===== src/rtl/mlfqs_pkg.sv =====
`timescale 1ns / 1ps
// Shared constants, command/status structs and state type for the MLFQS estimator.
package mlfqs_pkg;

  // Fixed-point format and table geometry
  localparam int FRAC_BITS    = 14;
  localparam int SLOT_COUNT   = 64;
  localparam int SLOT_BITS    = $clog2(SLOT_COUNT);
  localparam int TOP_PRIORITY = 63;

  // Load blend coefficients, given with COEF_BITS fraction bits
  localparam int COEF_BITS = 14;
  localparam int LOAD_KEEP = 16111;
  localparam int LOAD_ADD  = 273;
  localparam int ADD_SHL   = (FRAC_BITS >= COEF_BITS) ? (FRAC_BITS - COEF_BITS) : 0;
  localparam int ADD_SHR   = (FRAC_BITS < COEF_BITS) ? (COEF_BITS - FRAC_BITS) : 0;

  // Divider iteration counter
  localparam int CNT_BITS = $clog2(FRAC_BITS);

  // Field widths
  localparam int KIND_W  = 3;
  localparam int SLOT_W  = 6;
  localparam int READY_W = 7;
  localparam int NICE_W  = 6;
  localparam int PRIO_W  = 6;
  localparam int RCPU_W  = 32;
  localparam int LAVG_W  = 13;
  localparam int LOAD_W  = 31;

  localparam int NICE_MIN = -20;
  localparam int NICE_MAX = 20;

  // Event codes
  localparam logic [KIND_W-1:0] KIND_TICK  = 3'd0;
  localparam logic [KIND_W-1:0] KIND_LOAD  = 3'd1;
  localparam logic [KIND_W-1:0] KIND_DECAY = 3'd2;
  localparam logic [KIND_W-1:0] KIND_NICE  = 3'd3;
  localparam logic [KIND_W-1:0] KIND_PRIO  = 3'd4;

  typedef enum logic [3:0] {
    ST_IDLE,
    ST_EXEC,
    ST_DIV,
    ST_MUL,
    ST_DECAY,
    ST_ROUND,
    ST_PRIO,
    ST_OUT_MUL,
    ST_OUT_RND
  } state_t;

  typedef struct packed {
    logic capture;
    logic exec;
    logic div_start;
    logic div_step;
    logic mul;
    logic decay;
    logic round;
    logic prio;
    logic out_mul;
    logic out_load;
  } cmd_t;

  typedef struct packed {
    logic [KIND_W-1:0] kind;
    logic              div_last;
    logic              out_free;
  } status_t;

endpackage


===== src/rtl/mlfqs_ctrl.sv =====
`timescale 1ns / 1ps
// Sequencer that steps one event through the datapath.
module mlfqs_ctrl (
  input  logic               clk,
  input  logic               rst,
  input  logic               in_valid,
  input  mlfqs_pkg::status_t status,
  output logic               in_stall,
  output mlfqs_pkg::cmd_t    cmd
);

  mlfqs_pkg::state_t state;
  mlfqs_pkg::state_t state_next;

  always_ff @(posedge clk) begin
    if (rst) begin
      state <= mlfqs_pkg::ST_IDLE;
    end else begin
      state <= state_next;
    end
  end

  always_comb begin
    state_next = state;
    case (state)
      mlfqs_pkg::ST_IDLE: begin
        if (in_valid) state_next = mlfqs_pkg::ST_EXEC;
      end
      mlfqs_pkg::ST_EXEC: begin
        case (status.kind)
          mlfqs_pkg::KIND_DECAY: state_next = mlfqs_pkg::ST_DIV;
          mlfqs_pkg::KIND_NICE:  state_next = mlfqs_pkg::ST_ROUND;
          mlfqs_pkg::KIND_PRIO:  state_next = mlfqs_pkg::ST_ROUND;
          default:               state_next = mlfqs_pkg::ST_OUT_MUL;
        endcase
      end
      mlfqs_pkg::ST_DIV: begin
        if (status.div_last) state_next = mlfqs_pkg::ST_MUL;
      end
      mlfqs_pkg::ST_MUL:     state_next = mlfqs_pkg::ST_DECAY;
      mlfqs_pkg::ST_DECAY:   state_next = mlfqs_pkg::ST_OUT_MUL;
      mlfqs_pkg::ST_ROUND:   state_next = mlfqs_pkg::ST_PRIO;
      mlfqs_pkg::ST_PRIO:    state_next = mlfqs_pkg::ST_OUT_MUL;
      mlfqs_pkg::ST_OUT_MUL: state_next = mlfqs_pkg::ST_OUT_RND;
      mlfqs_pkg::ST_OUT_RND: begin
        if (status.out_free) state_next = mlfqs_pkg::ST_IDLE;
      end
      default: state_next = mlfqs_pkg::ST_IDLE;
    endcase
  end

  always_comb begin
    in_stall      = (state != mlfqs_pkg::ST_IDLE);
    cmd.capture   = (state == mlfqs_pkg::ST_IDLE) && in_valid;
    cmd.exec      = (state == mlfqs_pkg::ST_EXEC);
    cmd.div_start = (state == mlfqs_pkg::ST_EXEC) && (status.kind == mlfqs_pkg::KIND_DECAY);
    cmd.div_step  = (state == mlfqs_pkg::ST_DIV);
    cmd.mul       = (state == mlfqs_pkg::ST_MUL);
    cmd.decay     = (state == mlfqs_pkg::ST_DECAY);
    cmd.round     = (state == mlfqs_pkg::ST_ROUND);
    cmd.prio      = (state == mlfqs_pkg::ST_PRIO);
    cmd.out_mul   = (state == mlfqs_pkg::ST_OUT_MUL);
    cmd.out_load  = (state == mlfqs_pkg::ST_OUT_RND) && status.out_free;
  end

endmodule


===== config.mk =====
export PLATFORM = sky130hd
export DESIGN_NAME = mlfqs_ctrl
export DESIGN_NICKNAME = d
export VERILOG_FILES = /design/src/rtl/mlfqs_pkg.sv /design/src/rtl/mlfqs_ctrl.sv
export SDC_FILE = /design/constraint.sdc
export NUM_CORES = 1
export LEC_CHECK = 0
export BUFFER_PORTS_ARGS = -buffer_cell sky130_fd_sc_hd__buf_2
export CAP_MARGIN = 30
export CORE_AREA = 2 2 39 41
export CTS_CLUSTER_SIZE = 14
export DETAILED_ROUTE_END_ITERATION = 8
export DIE_AREA = 0 0 41 43
export PLACE_DENSITY = 0.57
export SETUP_SLACK_MARGIN = 0.5
export SYNTH_ARGS = -nofsm -noshare
export SYNTH_HDL_FRONTEND = slang
export SYNTH_SLANG_ARGS = --single-unit

===== constraint.sdc =====
create_clock -name clk -period 3.2 [get_ports clk]
set_input_delay 0.32 -clock clk [delete_from_list [all_inputs] [get_ports clk]]
set_output_delay 0.32 -clock clk [all_outputs]
set_load 0.01 [all_outputs]

Word level (Yosys, flattened, before mapping)
Cells that the tools add are included.

operators by class
  add/sub/neg operators = 0
  multipliers = 0
  divide/modulo/power cells = 0
  magnitude comparators = 0
  equal/unequal tests = 14
  shift-type cells = 0
  multiplexer cells = 5
  bitwise operators = 0
  reductions and logical operators = 8

operators by type and width
  cell                                                              count
  4-bit one-hot mux with 8 select lines                             1
  4-bit by 3-bit == test with 1-bit output (second input constant)  4
  4-bit 2-to-1 mux                                                  3
  4-bit by 2-bit == test with 1-bit output (second input constant)  2
  3-bit by 2-bit == test with 1-bit output (second input constant)  2
  2-bit inequality test (second input constant)                     3
  3-bit one-hot mux with 2 select lines                             1
  4-bit by 1-bit == test with 1-bit output (second input constant)  1
  4-bit == test (second input constant)                             1
  4-bit zero test                                                   1
  4-bit nonzero test                                                1
  2-bit OR reduction                                                2
  3-bit == test (second input constant)                             1
  1-bit logical AND                                                 3
  3-bit AND reduction                                               1

word-level totals
  flip-flop bits (word level) = 4
  bits in latches = 0
  memory bits (writable) = 0
  bits in read-only memories = 0
  bits of input ports = 8
  output and inout bits = 11
  memories = 0

Logic depth before layout (Yosys ltp)
Gate-level depths: netlist of the first run.

  word-level depth = 4
  gate-level depth with buffers = 4
  mapped depth without buffers = 3

Least setup slack after synthesis of the first run
Ideal clock, no wire load.

  kind = flip-flop to output port
  start = register state[2]
  end = output cmd[0] (netlist bit)
  arrival time = 1092 ps
  data required time = 2880 ps
  setup slack = 1788 ps
  stages on the path, launching flop included = 4
  buffers on the path = 1
  cell sequence = dfxtp_1 -> buf_6 -> or4b_4 -> nor2_1

RTL lines
  element                   RTL line          text
  start: declaration        mlfqs_ctrl.sv:12  mlfqs_pkg::state_t state;
  start signal: assignment  mlfqs_ctrl.sv:17  state <= mlfqs_pkg::ST_IDLE;
  start signal: assignment  mlfqs_ctrl.sv:19  state <= state_next;
  end: declaration          mlfqs_ctrl.sv:9   output mlfqs_pkg::cmd_t cmd

==> results of run 1 <==
## Yosys cell counts, drive strengths merged
cell	count
or3b	2
and3	1
nand2b	2
o21ai	1
a2111oi	1
a211oi	1
nand3b	1
mux2i	1
o22a	1
buf	2
nor3	4
nand2	3
a21o	1
nor2	7
clkbuf	2
nand3	1
a21oi	1
a311oi	1
dfxtp	4
inv	2
a311o	1
or4b	1
nor4	1
## report_power, final
part	switching, uW	internal, uW
clock network	21.9	42.0
registers	21.9	57.9
logic	37.9	35.1
total	81.7	135
## worst paths after layout
check,start,end,slack (ps)
max,state[1],cmd[0],1420
min reg2reg,state[2],state[2],620
max reg2reg,state[1],state[3],1880
min,rst,state[3],290
## stage by stage
step,hold WS (ps),total power (uW)
after floorplan,392,130
after global placement,542,153
after detailed placement,535,154
after CTS,281,221
after global routing,309,235
final,292,217
## metal layers
metal,vias to the layer above,track usage,routed length [um]
li1,188,-,-
met2,18,0.131,295
met4,0,0.0600,8
met3,2,0.0628,80
met5,-,0,0
met1,160,0.109,376
## layout make-up
class | instances | area [sq um] | share of cell area
repair buffers | 18 | 90.1 | 0.215
well taps | 16 | 20.0 | 0.0478
flip-flops and latches | 4 | 80.1 | 0.191
multi-input cells | 32 | 199 | 0.475
clock buffers | 3 | 22.5 | 0.0537
inverters | 2 | 7.51 | 0.0179
## kinds of logic after synthesis
group | share of synthesized area
compound gates | 0.202
buf+inv | 0.101
flops | 0.258
mux | 0.0323
simple gates | 0.407
==> reports/results.txt, run 1 <==
outcome -> finished clean
Tot GR Track Use -> 0.0974
Final WS setup -> 1420 ps
max reg flops -> 4
# H-tree levels -> 1
gpl congestion -> 0.721
max cap viols -> 0
Routed WL per cell -> 10.1 um
power density over the cells -> 517 nW/um^2
Sink Count -> 4
pre-CTS setup slack -> 1680 ps
number of post-CTS setup repair buffers -> 0
Initial Utilization -> 0.224
die area -> 1760 sq um
Final Hold Fails -> 0
CP required -> 2880 ps
Num CTS Buffers -> 3
Die X-Extent -> 41 um
commonest non-fill, non-tap cell in the layout -> buf_2
Yosys warnings -> 0
CTS tree -> yes
Yosys reg bits -> 4
filler instances -> 154
Routed WL -> 760 um
clk_lat worst skew -> 240 ps
skew final -> 2.66 ps
Hold Path Class -> in -> reg
Min-Delay Path Depth -> 2
placed cells -> 72
reg2reg path depth -> 3
Synth cell types -> 24
share of layout cells above drive strength 1 -> 0.390
Worst setup EP type -> output pin
Layout Cells excl Fill -> 75
Overflow after GRT -> 0
Setup TNS Final -> 0 ps
Least-Margin Pin Slew -> 388 ps
clk buf depth -> 2
CTS resizes -> 0
delay-heaviest family, CP -> simple AND/OR/NAND/NOR gates
fin util -> 0.303
CTS Root Cell -> clkbuf_4
Post-Synthesis Cells -> 42
P_leak -> 0.000205 uW
most frequent cells in the layout -> 18 x buf_2, 7 x nor2_1, 4 x nor3_1, 4 x dfxtp_1
first-pass GRT wire length -> 1120 um
Reg clk slew, reported paths -> 40 ps
Core Box Area -> 1380 sq um
chip height -> 43 um
Synth top area share -> 0.258
placed cell areas -> 397 sq um
initial antenna violation count -> 0
max-slew violation count -> 0
syn nets -> 50
average cell area after synthesis -> 7.39 sq um
biggest registers after layout -> state x4
initial DRC count -> 5
detailed-route via count -> 368
Worst Path Max Fanout -> 12
Critical Path AT -> 1460 ps
Worst path slowest cell -> or4b_4
Vias/cell -> 4.91
Biggest register -> state
fmax -> 561 MHz
cts hold-fix bufs -> 0
Final ANT Viol Nets -> 0
crit start category -> flop
Yosys top cell by area -> dfxtp_1
# diodes -> 0
DRT Pass-1 Iters -> 4
Slew Limit Headroom -> 0.741
final instance area -> 419 sq um
number of global-route vias before repair -> 290
Port Buffers -> 18
critical path class -> reg -> out
crit-path cells -> or4b_4 -> nor2_1 -> buf_2
unrepaired setup endpoints after global routing -> false
post-DP HPWL -> 548 um
Setup Viol. Count Final -> 0
row cnt -> 14
Buf+Inv Stages, Crit Path -> 1
sequential area share after synthesis -> 0.258
nets@finish -> 69
period utilization -> 0.557
critical path depth in cells -> 3
I/O Pins -> 19
critical path's largest stage delay -> 580 ps
worst vdd rail ir drop -> 0.000117 V
crit path time final -> 1780 ps
largest net degree at the start of global routing -> 13
Synth area leaders -> dfxtp_1 26%, nor2_1 8.5%, nor3_1 6.5%
# DRC -> 0
Post-Synthesis Cell Area -> 310 sq um
Area Overhead vs Synth -> 35.1%
No activity file was read; power rests on OpenSTA's default activity.
==> run 2: changes to the inputs <==
--- a/config.mk
+++ b/config.mk
@@ -11,7 +11,7 @@
 export CTS_CLUSTER_SIZE = 14
 export DETAILED_ROUTE_END_ITERATION = 8
 export DIE_AREA = 0 0 41 43
-export PLACE_DENSITY = 0.57
+export PLACE_DENSITY = 0.58
 export SETUP_SLACK_MARGIN = 0.5
 export SYNTH_ARGS = -nofsm -noshare
 export SYNTH_HDL_FRONTEND = slang
==> constraint.sdc (replaced) <==
create_clock -name clk -period 1.5 [get_ports clk]
set_input_delay 0.15 -clock clk [delete_from_list [all_inputs] [get_ports clk]]
set_output_delay 0.15 -clock clk [all_outputs]
set_load 0.01 [all_outputs]
==> reports/results.txt, run 2 (synthesis results as in run 1) <==
outcome -> finished clean
Initial Utilization -> 0.224 (unchanged)
initial antenna violation count -> 0 (unchanged)
Area Overhead vs Synth -> 111%
cts hold-fix bufs -> 0 (unchanged)
Final WS setup -> 55.4 ps (-1360 ps)
# DRC -> 0 (unchanged)
Worst Path Max Fanout -> 3 (-9)
max reg flops -> 4 (unchanged)
CTS tree -> yes
post-DP HPWL -> 616 um (+12%)
die area -> 1760 sq um (unchanged)
period utilization -> 0.963
largest net degree at the start of global routing -> 9 (-4)
Least-Margin Pin Slew -> 340 ps (-48.1 ps)
unrepaired setup endpoints after global routing -> true
biggest registers after layout -> state x4
commonest non-fill, non-tap cell in the layout -> buf_2
Routed WL per cell -> 12.2 um (+21%)
Slew Limit Headroom -> 0.773 (+0.0319)
max-slew violation count -> 0 (unchanged)
Critical Path AT -> 1290 ps (-170 ps)
# H-tree levels -> 1 (unchanged)
Setup Viol. Count Final -> 0 (unchanged)
Worst setup EP type -> output pin
row cnt -> 14 (unchanged)
crit start category -> flop
# diodes -> 0 (unchanged)
Core Box Area -> 1380 sq um (unchanged)
Final ANT Viol Nets -> 0 (unchanged)
clk_lat worst skew -> 230 ps (about the same)
Die X-Extent -> 41 um (unchanged)
number of global-route vias before repair -> 387 (+33%)
most frequent cells in the layout -> 18 x buf_2, 10 x buf_4, 4 x buf_6
Routed WL -> 1100 um (+45%)
Sink Count -> 4 (unchanged)
max cap viols -> 0 (unchanged)
P_leak -> 0.000314 uW (+53%)
chip height -> 43 um (unchanged)
clk buf depth -> 2 (unchanged)
CP required -> 1350 ps (-1530 ps)
Setup TNS Final -> 0 ps (unchanged)
crit path time final -> 1440 ps
Port Buffers -> 18 (unchanged)
filler instances -> 140 (-9.1%)
detailed-route via count -> 411 (+12%)
Num CTS Buffers -> 3 (unchanged)
Hold Path Class -> in -> reg
critical path class -> reg -> out
Vias/cell -> 4.57 (-6.9%)
Biggest register -> state
skew final -> 3.14 ps (+0.483 ps)
gpl congestion -> 0.595 (-18%)
power density over the cells -> 1060 nW/um^2 (+100%)
initial DRC count -> 1 (-4)
Final Hold Fails -> 0 (unchanged)
nets@finish -> 84 (+22%)
Overflow after GRT -> 0 (unchanged)
fmax -> 692 MHz
CTS Root Cell -> clkbuf_4
Reg clk slew, reported paths -> 40 ps (about the same)
I/O Pins -> 19 (unchanged)
worst vdd rail ir drop -> 0.000293 V (+150%)
pre-CTS setup slack -> 242 ps (-1430 ps)
DRT Pass-1 Iters -> 3 (-1)
share of layout cells above drive strength 1 -> 0.757 (+0.367)
Tot GR Track Use -> 0.135 (+0.0373)
first-pass GRT wire length -> 1610 um (+44%)
## run 2: changes by cell type in the layout (fill, tap and decap cells not counted), moves of 2 or more
cell     change
buf_4       +10
buf_6        +4
nor2_1       -4
dfxtp_1      -3
nor2_2       +3
nor3_1       -3
dfxtp_4      +2
nand2_1      -2
nand2_4      +2
nor3_2       +2
## run 2: area by class of cell
| class | instances | area, sq um | area share |
|---|---|---|---|
| clock buffers | 3 | 22.5 | 0.0344 |
| inverters | 2 | 12.5 | 0.0191 |
| multi-input cells | 32 | 280 | 0.428 |
| flip-flops and latches | 4 | 88.8 | 0.136 |
| well taps | 16 | 20.0 | 0.0306 |
| repair buffers | 33 | 230 | 0.352 |
## run 2: routing by layer
layer / part of all wire / global-route usage / vias up / wire [um]
met1: 0.38 / 0.145 / 183 / 413
met2: 0.59 / 0.231 / 11 / 648
met3: 0.034 / 0.0314 / 0 / 37
met5: 0 / 0 / - / 0
li1: - / - / 217 / -
met4: 0 / 0.0600 / 0 / 0
## run 2: per-stage QoR
| stage | util | cells | hold slack (ps) | total power [uW] | area [sq um] |
|---|---|---|---|---|---|
| after floorplan | - | 42 | 222 | 297 | 343 |
| after global placement | 0.316 | 75 | 366 | 353 | 438 |
| after detailed placement | 0.316 | 75 | 366 | 356 | 438 |
| after CTS | 0.438 | 88 | 108 | 633 | 606 |
| after global routing | 0.473 | 90 | 118 | 747 | 654 |
| final | 0.473 | 90 | 116 | 693 | 654 |
## run 2: critical path, cell delays in order (launching register included)
cell     delay [ps]
dfxtp_4         340
or4b_4          520
nor2_2           80
buf_2           120
## run 2: what timing repair did
item / CTS / global route
buffers inserted: 10 / 2
pin swaps: 5 / 1
resized for setup: 22 / 10
setup endpoints to repair: 15 / 15
## run 2: final timing paths
check,start,to,slack (ps),cells past startpoint
setup / recovery,state[0],cmd[0],60,3
hold / removal,rst,state[0],120,2
hold reg to reg,state[3],state[0],630,2
setup reg to reg,state[0],state[1],200,6
## run 2: where the power goes
part	leakage (uW)	internal, uW	switching, uW	total, uW
clock	0.0000138	89.3	41.1	130
sequential	0.0000345	129	15.1	144
combinational	0.000266	220	199	419
